==> src/hw/rtl/bpfx_pkg.sv <==
// shared types, operation codes and helpers of the bpf execute unit
package bpfx_pkg;

   localparam int unsigned XLEN = 64;
   localparam int unsigned HLEN = 32;

   localparam logic [4:0] MODE_MOV    = 5'd0;
   localparam logic [4:0] MODE_ADD    = 5'd1;
   localparam logic [4:0] MODE_SUB    = 5'd2;
   localparam logic [4:0] MODE_MUL    = 5'd3;
   localparam logic [4:0] MODE_OR     = 5'd4;
   localparam logic [4:0] MODE_AND    = 5'd5;
   localparam logic [4:0] MODE_XOR    = 5'd6;
   localparam logic [4:0] MODE_LSH    = 5'd7;
   localparam logic [4:0] MODE_RSH    = 5'd8;
   localparam logic [4:0] MODE_ARSH   = 5'd9;
   localparam logic [4:0] MODE_NEG    = 5'd10;
   localparam logic [4:0] MODE_UMULH  = 5'd11;
   localparam logic [4:0] MODE_SMULH  = 5'd12;
   localparam logic [4:0] MODE_UDIV   = 5'd13;
   localparam logic [4:0] MODE_UREM   = 5'd14;
   localparam logic [4:0] MODE_SDIV   = 5'd15;
   localparam logic [4:0] MODE_SREM   = 5'd16;
   localparam logic [4:0] MODE_TO_LE  = 5'd17;
   localparam logic [4:0] MODE_TO_BE  = 5'd18;
   localparam logic [4:0] MODE_HIOR   = 5'd19;
   localparam logic [4:0] MODE_JEQ    = 5'd20;
   localparam logic [4:0] MODE_JNE    = 5'd21;
   localparam logic [4:0] MODE_JUGT   = 5'd22;
   localparam logic [4:0] MODE_JUGE   = 5'd23;
   localparam logic [4:0] MODE_JULT   = 5'd24;
   localparam logic [4:0] MODE_JULE   = 5'd25;
   localparam logic [4:0] MODE_JSGT   = 5'd26;
   localparam logic [4:0] MODE_JSGE   = 5'd27;
   localparam logic [4:0] MODE_JSLT   = 5'd28;
   localparam logic [4:0] MODE_JSLE   = 5'd29;
   localparam logic [4:0] MODE_JSET   = 5'd30;

   localparam logic [1:0] FAULT_NONE   = 2'd0;
   localparam logic [1:0] FAULT_DIV0   = 2'd1;
   localparam logic [1:0] FAULT_OVFL   = 2'd2;
   localparam logic [1:0] FAULT_ENDIAN = 2'd3;

   typedef enum logic [1:0] {
      KIND_SIMPLE = 2'd0,
      KIND_MUL    = 2'd1,
      KIND_DIV    = 2'd2
   } kind_type;

   typedef struct packed {
      kind_type          kind;
      logic [4:0]        mode;
      logic              wide;
      logic [XLEN-1:0]   dest;
      logic [XLEN-1:0]   src;
      logic              swap;
      logic              sx;
   } item_type;

   typedef struct packed {
      logic run;
      logic done;
   } div_status_type;

   function automatic logic [XLEN-1:0] extend32(input logic [HLEN-1:0] v, input logic sx);
      extend32 = {{HLEN{sx & v[HLEN-1]}}, v};
   endfunction

   function automatic logic [XLEN-1:0] bswap(input logic [XLEN-1:0] v,
                                             input logic [3:0] nbytes);
      logic [XLEN-1:0] r;
      r = '0;
      for (int i = 0; i < 8; i++) begin
         if (4'(i) < nbytes) begin
            r[8*(int'(nbytes)-1-i) +: 8] = v[8*i +: 8];
         end
      end
      bswap = r;
   endfunction

endpackage

==> src/hw/rtl/bpfx_front.sv <==
// front end: accepts items, classifies them and queues them for the back end
module bpfx_front (
   input  logic                  clock,
   input  logic                  reset,
   input  logic                  req_valid,
   output logic                  req_ready,
   input  logic [4:0]            req_mode,
   input  logic                  req_wide,
   input  logic [63:0]           req_dest_value,
   input  logic [63:0]           req_source_value,
   input  logic                  req_swap_operands,
   input  logic                  req_sign_extend_32,
   output logic                  q_valid,
   output bpfx_pkg::item_type    q_item,
   input  logic                  q_pop
);

   bpfx_pkg::item_type entries_ff [2];
   logic               wr_ptr_ff, wr_ptr_in;
   logic               rd_ptr_ff, rd_ptr_in;
   logic [1:0]         count_ff, count_in;
   logic               push;
   bpfx_pkg::item_type new_item;

   assign req_ready = (count_ff != 2'd2);
   assign push      = req_valid && req_ready;
   assign q_valid   = (count_ff != 2'd0);
   assign q_item    = entries_ff[rd_ptr_ff];

   always_comb begin
      new_item.mode = req_mode;
      new_item.wide = req_wide;
      new_item.dest = req_dest_value;
      new_item.src  = req_source_value;
      new_item.swap = req_swap_operands;
      new_item.sx   = req_sign_extend_32;
      unique case (req_mode)
         bpfx_pkg::MODE_MUL, bpfx_pkg::MODE_UMULH, bpfx_pkg::MODE_SMULH:
            new_item.kind = bpfx_pkg::KIND_MUL;
         bpfx_pkg::MODE_UDIV, bpfx_pkg::MODE_UREM, bpfx_pkg::MODE_SDIV,
         bpfx_pkg::MODE_SREM:
            new_item.kind = bpfx_pkg::KIND_DIV;
         default:
            new_item.kind = bpfx_pkg::KIND_SIMPLE;
      endcase
   end

   always_comb begin
      wr_ptr_in = push  ? ~wr_ptr_ff : wr_ptr_ff;
      rd_ptr_in = q_pop ? ~rd_ptr_ff : rd_ptr_ff;
      count_in  = count_ff + {1'b0, push} - {1'b0, q_pop};
   end

   always_ff @(posedge clock) begin
      if (reset) begin
         wr_ptr_ff <= 1'b0;
         rd_ptr_ff <= 1'b0;
         count_ff  <= 2'd0;
      end else begin
         wr_ptr_ff <= wr_ptr_in;
         rd_ptr_ff <= rd_ptr_in;
         count_ff  <= count_in;
      end
   end

   always_ff @(posedge clock) begin
      if (push) begin
         entries_ff[wr_ptr_ff] <= new_item;
      end
   end

endmodule

==> config.mk <==
export PLATFORM = sky130hd
export DESIGN_NAME = bpfx_front
export DESIGN_NICKNAME = d
export VERILOG_FILES = /design/src/hw/rtl/bpfx_pkg.sv /design/src/hw/rtl/bpfx_front.sv
export SDC_FILE = /design/constraint.sdc
export NUM_CORES = 1
export LEC_CHECK = 0
export CAP_MARGIN = 0
export CORE_UTILIZATION = 45
export CTS_CLUSTER_SIZE = 12
export DETAILED_ROUTE_END_ITERATION = 8
export DONT_BUFFER_PORTS = 1
export RECOVER_POWER = 100
export REMOVE_ABC_BUFFERS = 1
export SYNTH_ARGS = -nofsm -noshare
export SYNTH_HDL_FRONTEND = slang
export SYNTH_SLANG_ARGS = --single-unit
==> constraint.sdc <==
create_clock -name clock -period 12 [get_ports clock]
set_input_delay 3 -clock clock [delete_from_list [all_inputs] [get_ports clock]]
set_output_delay 3 -clock clock [all_outputs]
set_load 0.005 [all_outputs]
# After elaboration in Yosys (flattened, before gate mapping)
# Memories as Yosys holds them, arrays and structs flattened. A register that Yosys moved wholly into a read port is not among the register bits.
# Index checks and enable logic that the tools add are counted.
totals:
  register_bits: 4
  mem_bits_rw: 276
  in_bits: 140
  elab_cells: 25
  n_memories: 1
mem_list:
  columns: ["memory", "words", "width", "rd", "rd_clocked_by_memory_dff", "wr", "line", "source"]
  rows:
  - ["entries_ff", 2, 138, 1, 1, 1, "bpfx_front.sv:18", "bpfx_pkg::item_type entries_ff [2];"]
classes:
  addsub: 2
  n_eq_ne: 8
  mux: 5
  n_bitwise: 2
  n_reduce_logical: 4
ops:
  columns: ["cell", "count"]
  rows:
  - ["$eq 5x4->1 const B", 5]
  - ["$eq 5x2->1 const B", 1]
  - ["$eq 5x5->1 const B", 1]
  - ["$mux 1", 4]
  - ["$pmux 2 s2", 1]
  - ["$reduce_or 4->1", 1]
  - ["$reduce_or 3->1", 1]
  - ["$add 2x1->2", 1]
  - ["$ne 2x2->1 const B", 1]
  - ["$not 1->1", 2]
  - ["$reduce_bool 2->1", 1]
  - ["$sub 2x1->2", 1]
  - ["$logic_and 1x1->1", 1]

# Depth between registers and ports, before layout
# Gate-level depths: netlist (run 1).
logic_depth:
  depth_word: 4
  mapped_depth: 8

# Worst setup path before layout (run 1)
# OpenSTA, ideal clock, no wires.
synth_path:
  path_type: "input to register"
  startpoint: "input port req_valid"
  endpoint: "memory entries_ff[0][0] (netlist bit), enable pin"
  setup_time_ns: 0.637
  arrival_ns: 8.815
  t_required_ns: 11.363
  path_slack_ns: 2.548
  cell_stages: 2
  path_buffers: 0
  cell_sequence: "nand2_1 -> nor2_1"
synth_between:
  elab_chain_len: 3
synth_lines:
  columns: ["item", "line", "source"]
  rows:
  - ["from (decl)", "bpfx_front.sv:5", "input logic req_valid,"]
  - ["$logic_and 1x1->1", "bpfx_front.sv:26", "assign push = req_valid && req_ready;"]
  - ["$mux 1", "bpfx_front.sv:67", "if (push) begin"]
  - ["$mux 1 (implied by the code)", "bpfx_front.sv:68", "entries_ff[wr_ptr_ff] <= new_item;"]
  - ["to (decl)", "bpfx_front.sv:18", null]
# No other way between the ends.

# Final worst setup path (run 1)
layout_path:
  startpoint: "input port req_valid"
  endpoint: "memory entries_ff[1][42] (netlist bit), enable pin"
# The elaborated chain is that of the path after synthesis.

==> flow_summary.json, run 1 <==
{
  "timing.fmax_mhz": 121,
  "core-area_sq_um": 22100,
  "drt_iter0_drc": 231,
  "synth_cell_types": 19,
  "max_cap_violations": 6,
  "layout-drive-gt1-share": 0.167,
  "p_total_mw": 2.30,
  "hold_end": "rd_ptr_ff",
  "path_delay_family": "buffers and inverters",
  "r2r_end": "entries_ff[1][42]",
  "syn_area_sq_um": 10300,
  "clk_pin_slew_ns": 0.06,
  "cp_max_fo": 76,
  "row_count": 54,
  "cts_resized": 0,
  "routed_via_density": 5.36,
  "final_common_cell": "edfxtp_1",
  "ant_nets": 0,
  "layout_setup_ws_ns": 3.72,
  "place_ws_ns": 6.63,
  "hold_buffers": 0,
  "initial_utilization": 0.465,
  "setup_viol": 0,
  "fp.dieH_um": 153,
  "rr_worst_depth": 3,
  "p_leak_nw": 3.64,
  "hold_viol": 0,
  "io_pins": 280,
  "postSynthAreaPerCell_sq_um": 22.3,
  "drc": 0,
  "cts_buffers": 29,
  "slew_headroom": -1.54,
  "routedWlPerCell_um": 22.8,
  "wl_um": 17800,
  "finalCritPeriodShare": 0.690,
  "crit_required_ns": 12.04,
  "clock_path_buffers": 3,
  "r2r-start": "count_ff[0]",
  "antenna-diode-count": 0,
  "utilization": 0.511,
  "arrival_ns": 8.32,
  "drt-pass1-iter-count": 4,
  "synth-seq-area-share": 0.817,
  "critPathCaptureType": "register",
  "drv_slew": 370,
  "final_cell_mix": "edfxtp_1 (276), mux2_1 (93), mux2_2 (46)",
  "holdPathStages": 2,
  "worst_slew_pin_slew_ns": 3.81,
  "gp_congestion": 0.737,
  "start_kind": "primary input",
  "ys_ff_latch": 281,
  "grt_pass1_wl_um": 26000,
  "crit_path_top_delay_cell": "clkbuf_1",
  "antenna_found_initial": 0,
  "skew_ns": 0.0184,
  "area_growth_pct": 9.88,
  "cts_sinks": 281,
  "fillCellCount": 1755,
  "grt_pass1_vias": 4345,
  "slowest_delay_ns": 2.64,
  "post-cts-setup-buffers": 0,
  "fin_tns_setup_ns": 0,
  "worstHoldStart": "rd_ptr_ff",
  "post-route-min-period_ns": 8.28,
  "worstSetupPathType": "primary input to register",
  "syn-instance-count": 460,
  "cts_tree": "built",
  "peakVddDrop_mv": 0.147,
  "synth_warnings": 0,
  "worstPathCellList": "and3_1 -> clkbuf_1",
  "violations": "capacitance limit, slew limit",
  "regArea_sq_um": 8390,
  "status": "complete, but fails checks",
  "rsz0062_at_grt": "no",
  "powerDensity_nw_per_um2": 204,
  "dieWidth_um": 153,
  "io_buffers": 0,
  "grt_max_degree": 86,
  "clk_latency_ns": 0.53,
  "grtUsageTotal": 0.146,
  "die_area_sq_um": 23400,
  "multi_input_area_sq_um": 1710,
  "regToRegSetupSlack_ns": 5.59,
  "cp_num_buf_inv": 1,
  "dp_hpwl_um": 11400,
  "min_path_type": "register to register",
  "gr-total-overflow": 0,
  "vias": 4170,
  "cts_root_buf": "clkbuf_16",
  "cts_htree_levels": 1,
  "final_nets": 622
}
==> tightest hold or removal path: stages, from the launching register on <==
cell	delay, ns
dfxtp_1	0.33
xnor2_1	0.09
nor2_1	0.07
==> registers in the layout, summed over array words and instances, names as in the netlist, named ones only <==
signal,cells
rd_ptr_ff,1
count_ff,2
wr_ptr_ff,1
entries_ff,276
==> where the power goes <==
part / switching, mW / internal [mW]
logic: 0.147 / 0.0759
clock network: 0.330 / 0.441
registers: 0.0412 / 1.26
total: 0.518 / 1.78
==> how the worst max path moves through the flow <==
stage / start / end / slack, ns / cells after the start
2_1_floorplan: req_valid / entries_ff[0][0] / 2.55 / 2
3_3_place_gp: register / q_item[96] / 6.73 / 2
3_5_place_dp: register / q_item[35] / 6.63 / 2
4_1_cts: register / q_item[35] / 6.07 / 2
5_1_grt: req_valid / entries_ff[1][40] / 3.14 / 2
6_report: req_valid / entries_ff[1][42] / 3.72 / 2
==> cell type report <==
cell class | count | area share
Timing Repair Buffer | 4 | 0.00166
Sequential cell | 281 | 0.744
Clock buffer | 40 | 0.0680
Inverter | 1 | 0.000333
Clock inverter | 9 | 0.00366
Multi-Input combinational cell | 163 | 0.152
Tap cell | 280 | 0.0311
==> per-layer routing <==
| layer | vias up | track usage | wire [um] |
|---|---|---|---|
| li1 | 1858 | - | - |
| met1 | 2075 | 0.167 | 6510 |
| met2 | 207 | 0.240 | 8600 |
| met3 | 30 | 0.0777 | 2270 |
| met4 | 0 | 0.0390 | 386 |
| met5 | - | 0 | 0 |
==> per-stage QoR <==
stage | hold slack, ns | cell area, sq um | instances
after global routing | 0.585 | 11300 | 778
final | 0.522 | 11300 | 778
after global placement | 0.493 | 10500 | 729
after detailed placement | 0.504 | 10500 | 729
after CTS | 0.526 | 11300 | 778
after floorplan | 0.480 | 10100 | 445
==> synthesized netlist by cell type <==
library cell	instances	share of area
nor2_1	7	0.0026
xnor2_1	2	0.0017
nand3b_1	1	0.00073
mux2_2	139	0.15
edfxtp_1	276	0.81
and3_1	1	0.00061
inv_1	1	0.00037
or2_2	1	0.00061
o31ai_1	1	0.00073
nand2_1	2	0.00073
a21oi_1	1	0.00049
xor2_1	1	0.00085
nand2b_1	1	0.00061
buf_6	14	0.015
buf_2	1	0.00049
ha_1	2	0.0024
nand3_1	2	0.00098
nor2b_1	2	0.0012
dfxtp_1	5	0.0098
==> cell families after synthesis <==
group                    synth area share
AO/OA/AOI/OAI                     0.00122
XOR/XNOR                          0.00256
adder cells (fa/ha/maj)           0.00244
buffers and inverters              0.0162
flip-flops                          0.817
multiplexers                        0.152
AND/OR/NAND/NOR                   0.00805
Note: power is estimated with default switching activity, not from simulation.
==> inputs of run 2 (changes only) <==
- clock period: 12 -> 8.5 ns (I/O delays scaled with it)
==> flow_summary.json, run 2 (synthesis results as in run 1) <==
{
  "crit_required_ns": 8.63,
  "setup_viol": 0,
  "cts_htree_levels": 1,
  "cts_buffers": 29,
  "drt_iter0_drc": 236,
  "io_buffers": 0,
  "initial_utilization": 0.465,
  "antenna_found_initial": 0,
  "dp_hpwl_um": 11400,
  "finalCritPeriodShare": 0.717,
  "layout-drive-gt1-share": 0.189,
  "utilization": 0.512,
  "dieWidth_um": 153,
  "cts_resized": 0,
  "largest_reg_flops": 276,
  "grt_max_degree": 86,
  "fin_hold_ws_ns": 0.519,
  "p_leak_nw": 3.66,
  "stdcell_count": 777,
  "slowest_delay_ns": 2.60,
  "core-area_sq_um": 22100,
  "vias": 4201,
  "placed_area_sq_um": 10500,
  "drv_slew": 185,
  "routed_via_density": 5.41,
  "post-route-min-period_ns": 6.09,
  "row_count": 54,
  "worstSetupPathType": "primary input to register",
  "grtUsageTotal": 0.145,
  "rsz0062_at_grt": "no",
  "worst_slew_pin_slew_ns": 3.59,
  "hold_buffers": 0,
  "ant_nets": 0,
  "start_kind": "primary input",
  "dpl.cell_count": 729,
  "final_common_cell": "edfxtp_1",
  "crit_path_top_delay_cell": "nor2_1",
  "routedWlPerCell_um": 22.8,
  "max_cap_violations": 3,
  "peakVddDrop_mv": 0.199,
  "place_ws_ns": 4.03,
  "cp_max_fo": 52,
  "min_path_type": "register to register",
  "status": "complete, but fails checks",
  "gp_congestion": 0.742,
  "drt-pass1-iter-count": 4,
  "layout_setup_ws_ns": 2.41,
  "final_cell_mix": "edfxtp_1 (276), mux2_1 (86), mux2_2 (53)",
  "io_pins": 280,
  "area_growth_pct": 10.2,
  "slew_headroom": -1.40,
  "fin_tns_setup_ns": 0,
  "arrival_ns": 6.22,
  "skew_ns": 0.0127,
  "grt_pass1_wl_um": 25800,
  "grt_pass1_vias": 4413,
  "drc": 0,
  "wl_um": 17700,
  "cts_sinks": 281,
  "clk_latency_ns": 0.53,
  "powerDensity_nw_per_um2": 289,
  "clock_path_buffers": 3,
  "cp_num_buf_inv": 1,
  "worstPathCellList": "nand2_1 -> nor2_1 -> clkbuf_2",
  "violations": "capacitance limit, slew limit",
  "path_delay_family": "simple AND/OR/NAND/NOR gates",
  "largest_register": "entries_ff",
  "cts_tree": "built",
  "post-cts-setup-buffers": 0,
  "fp.dieH_um": 153,
  "final_nets": 622,
  "timing.fmax_mhz": 164,
  "p_total_mw": 3.27,
  "clk_pin_slew_ns": 0.06,
  "gr-total-overflow": 0,
  "stdcell_area_sq_um": 11300,
  "multi_input_area_sq_um": 1710,
  "fillCellCount": 1740,
  "die_area_sq_um": 23400,
  "regArea_sq_um": 8390,
  "hold_viol": 0,
  "antenna-diode-count": 0,
  "cts_root_buf": "clkbuf_16",
  "critPathCaptureType": "register",
  "largestRegisters": "entries_ff (276), count_ff (2)"
}
-- run 2: cell types whose count changed in the layout (fill, tap and decap cells not counted) --
cell,previous run,this run
mux2_1,93,86
mux2_2,46,53
clkbuf_1,14,11
clkbuf_2,0,2
clkinv_2,6,4
buf_4,1,2
bufinv_16,0,1
clkinv_1,3,2
dfxtp_1,5,4
dfxtp_4,0,1
inv_6,0,1
-- run 2: area by class of cell --
cell class,instances,share of cell area
clock inverters,8,0.00586
clock buffers,40,0.0678
inverters,1,0.000332
well taps,280,0.0310
flip-flops and latches,281,0.742
repair buffers,4,0.00221
multi-input cells,163,0.151
-- run 2: path summary, 6_finish.rpt --
check	start	endpoint	slack, ns	cells past startpoint
setup / recovery	req_valid	entries_ff[0][20]	2.41	3
hold / removal	rd_ptr_ff	rd_ptr_ff	0.52	2
setup reg to reg	count_ff[0]	entries_ff[0][20]	3.40	4
hold reg to reg	rd_ptr_ff	rd_ptr_ff	0.52	2
-- run 2: layer usage --
layer,up-vias,routed length [um],global-route usage
li1,1854,-,-
met1,2098,6320,0.157
met5,-,0,0
met4,0,344,0.0399
met3,28,2340,0.0774
met2,221,8690,0.246
-- run 2: power breakdown --
group	leakage [nW]	total (mW)	switching, mW	internal (mW)
combinational	0.633	0.314	0.208	0.107
clock	0.408	1.12	0.468	0.653
sequential	2.62	1.83	0.0579	1.77
total	3.66	3.27	0.734	2.53
-- run 2: worst reg2reg max path, cell delays in order, from the launching register on --
cell	delay (ns)
dfxtp_1	0.34
nand2b_1	0.22
nand2_1	0.14
nor2_1	2.60
clkbuf_2	1.37
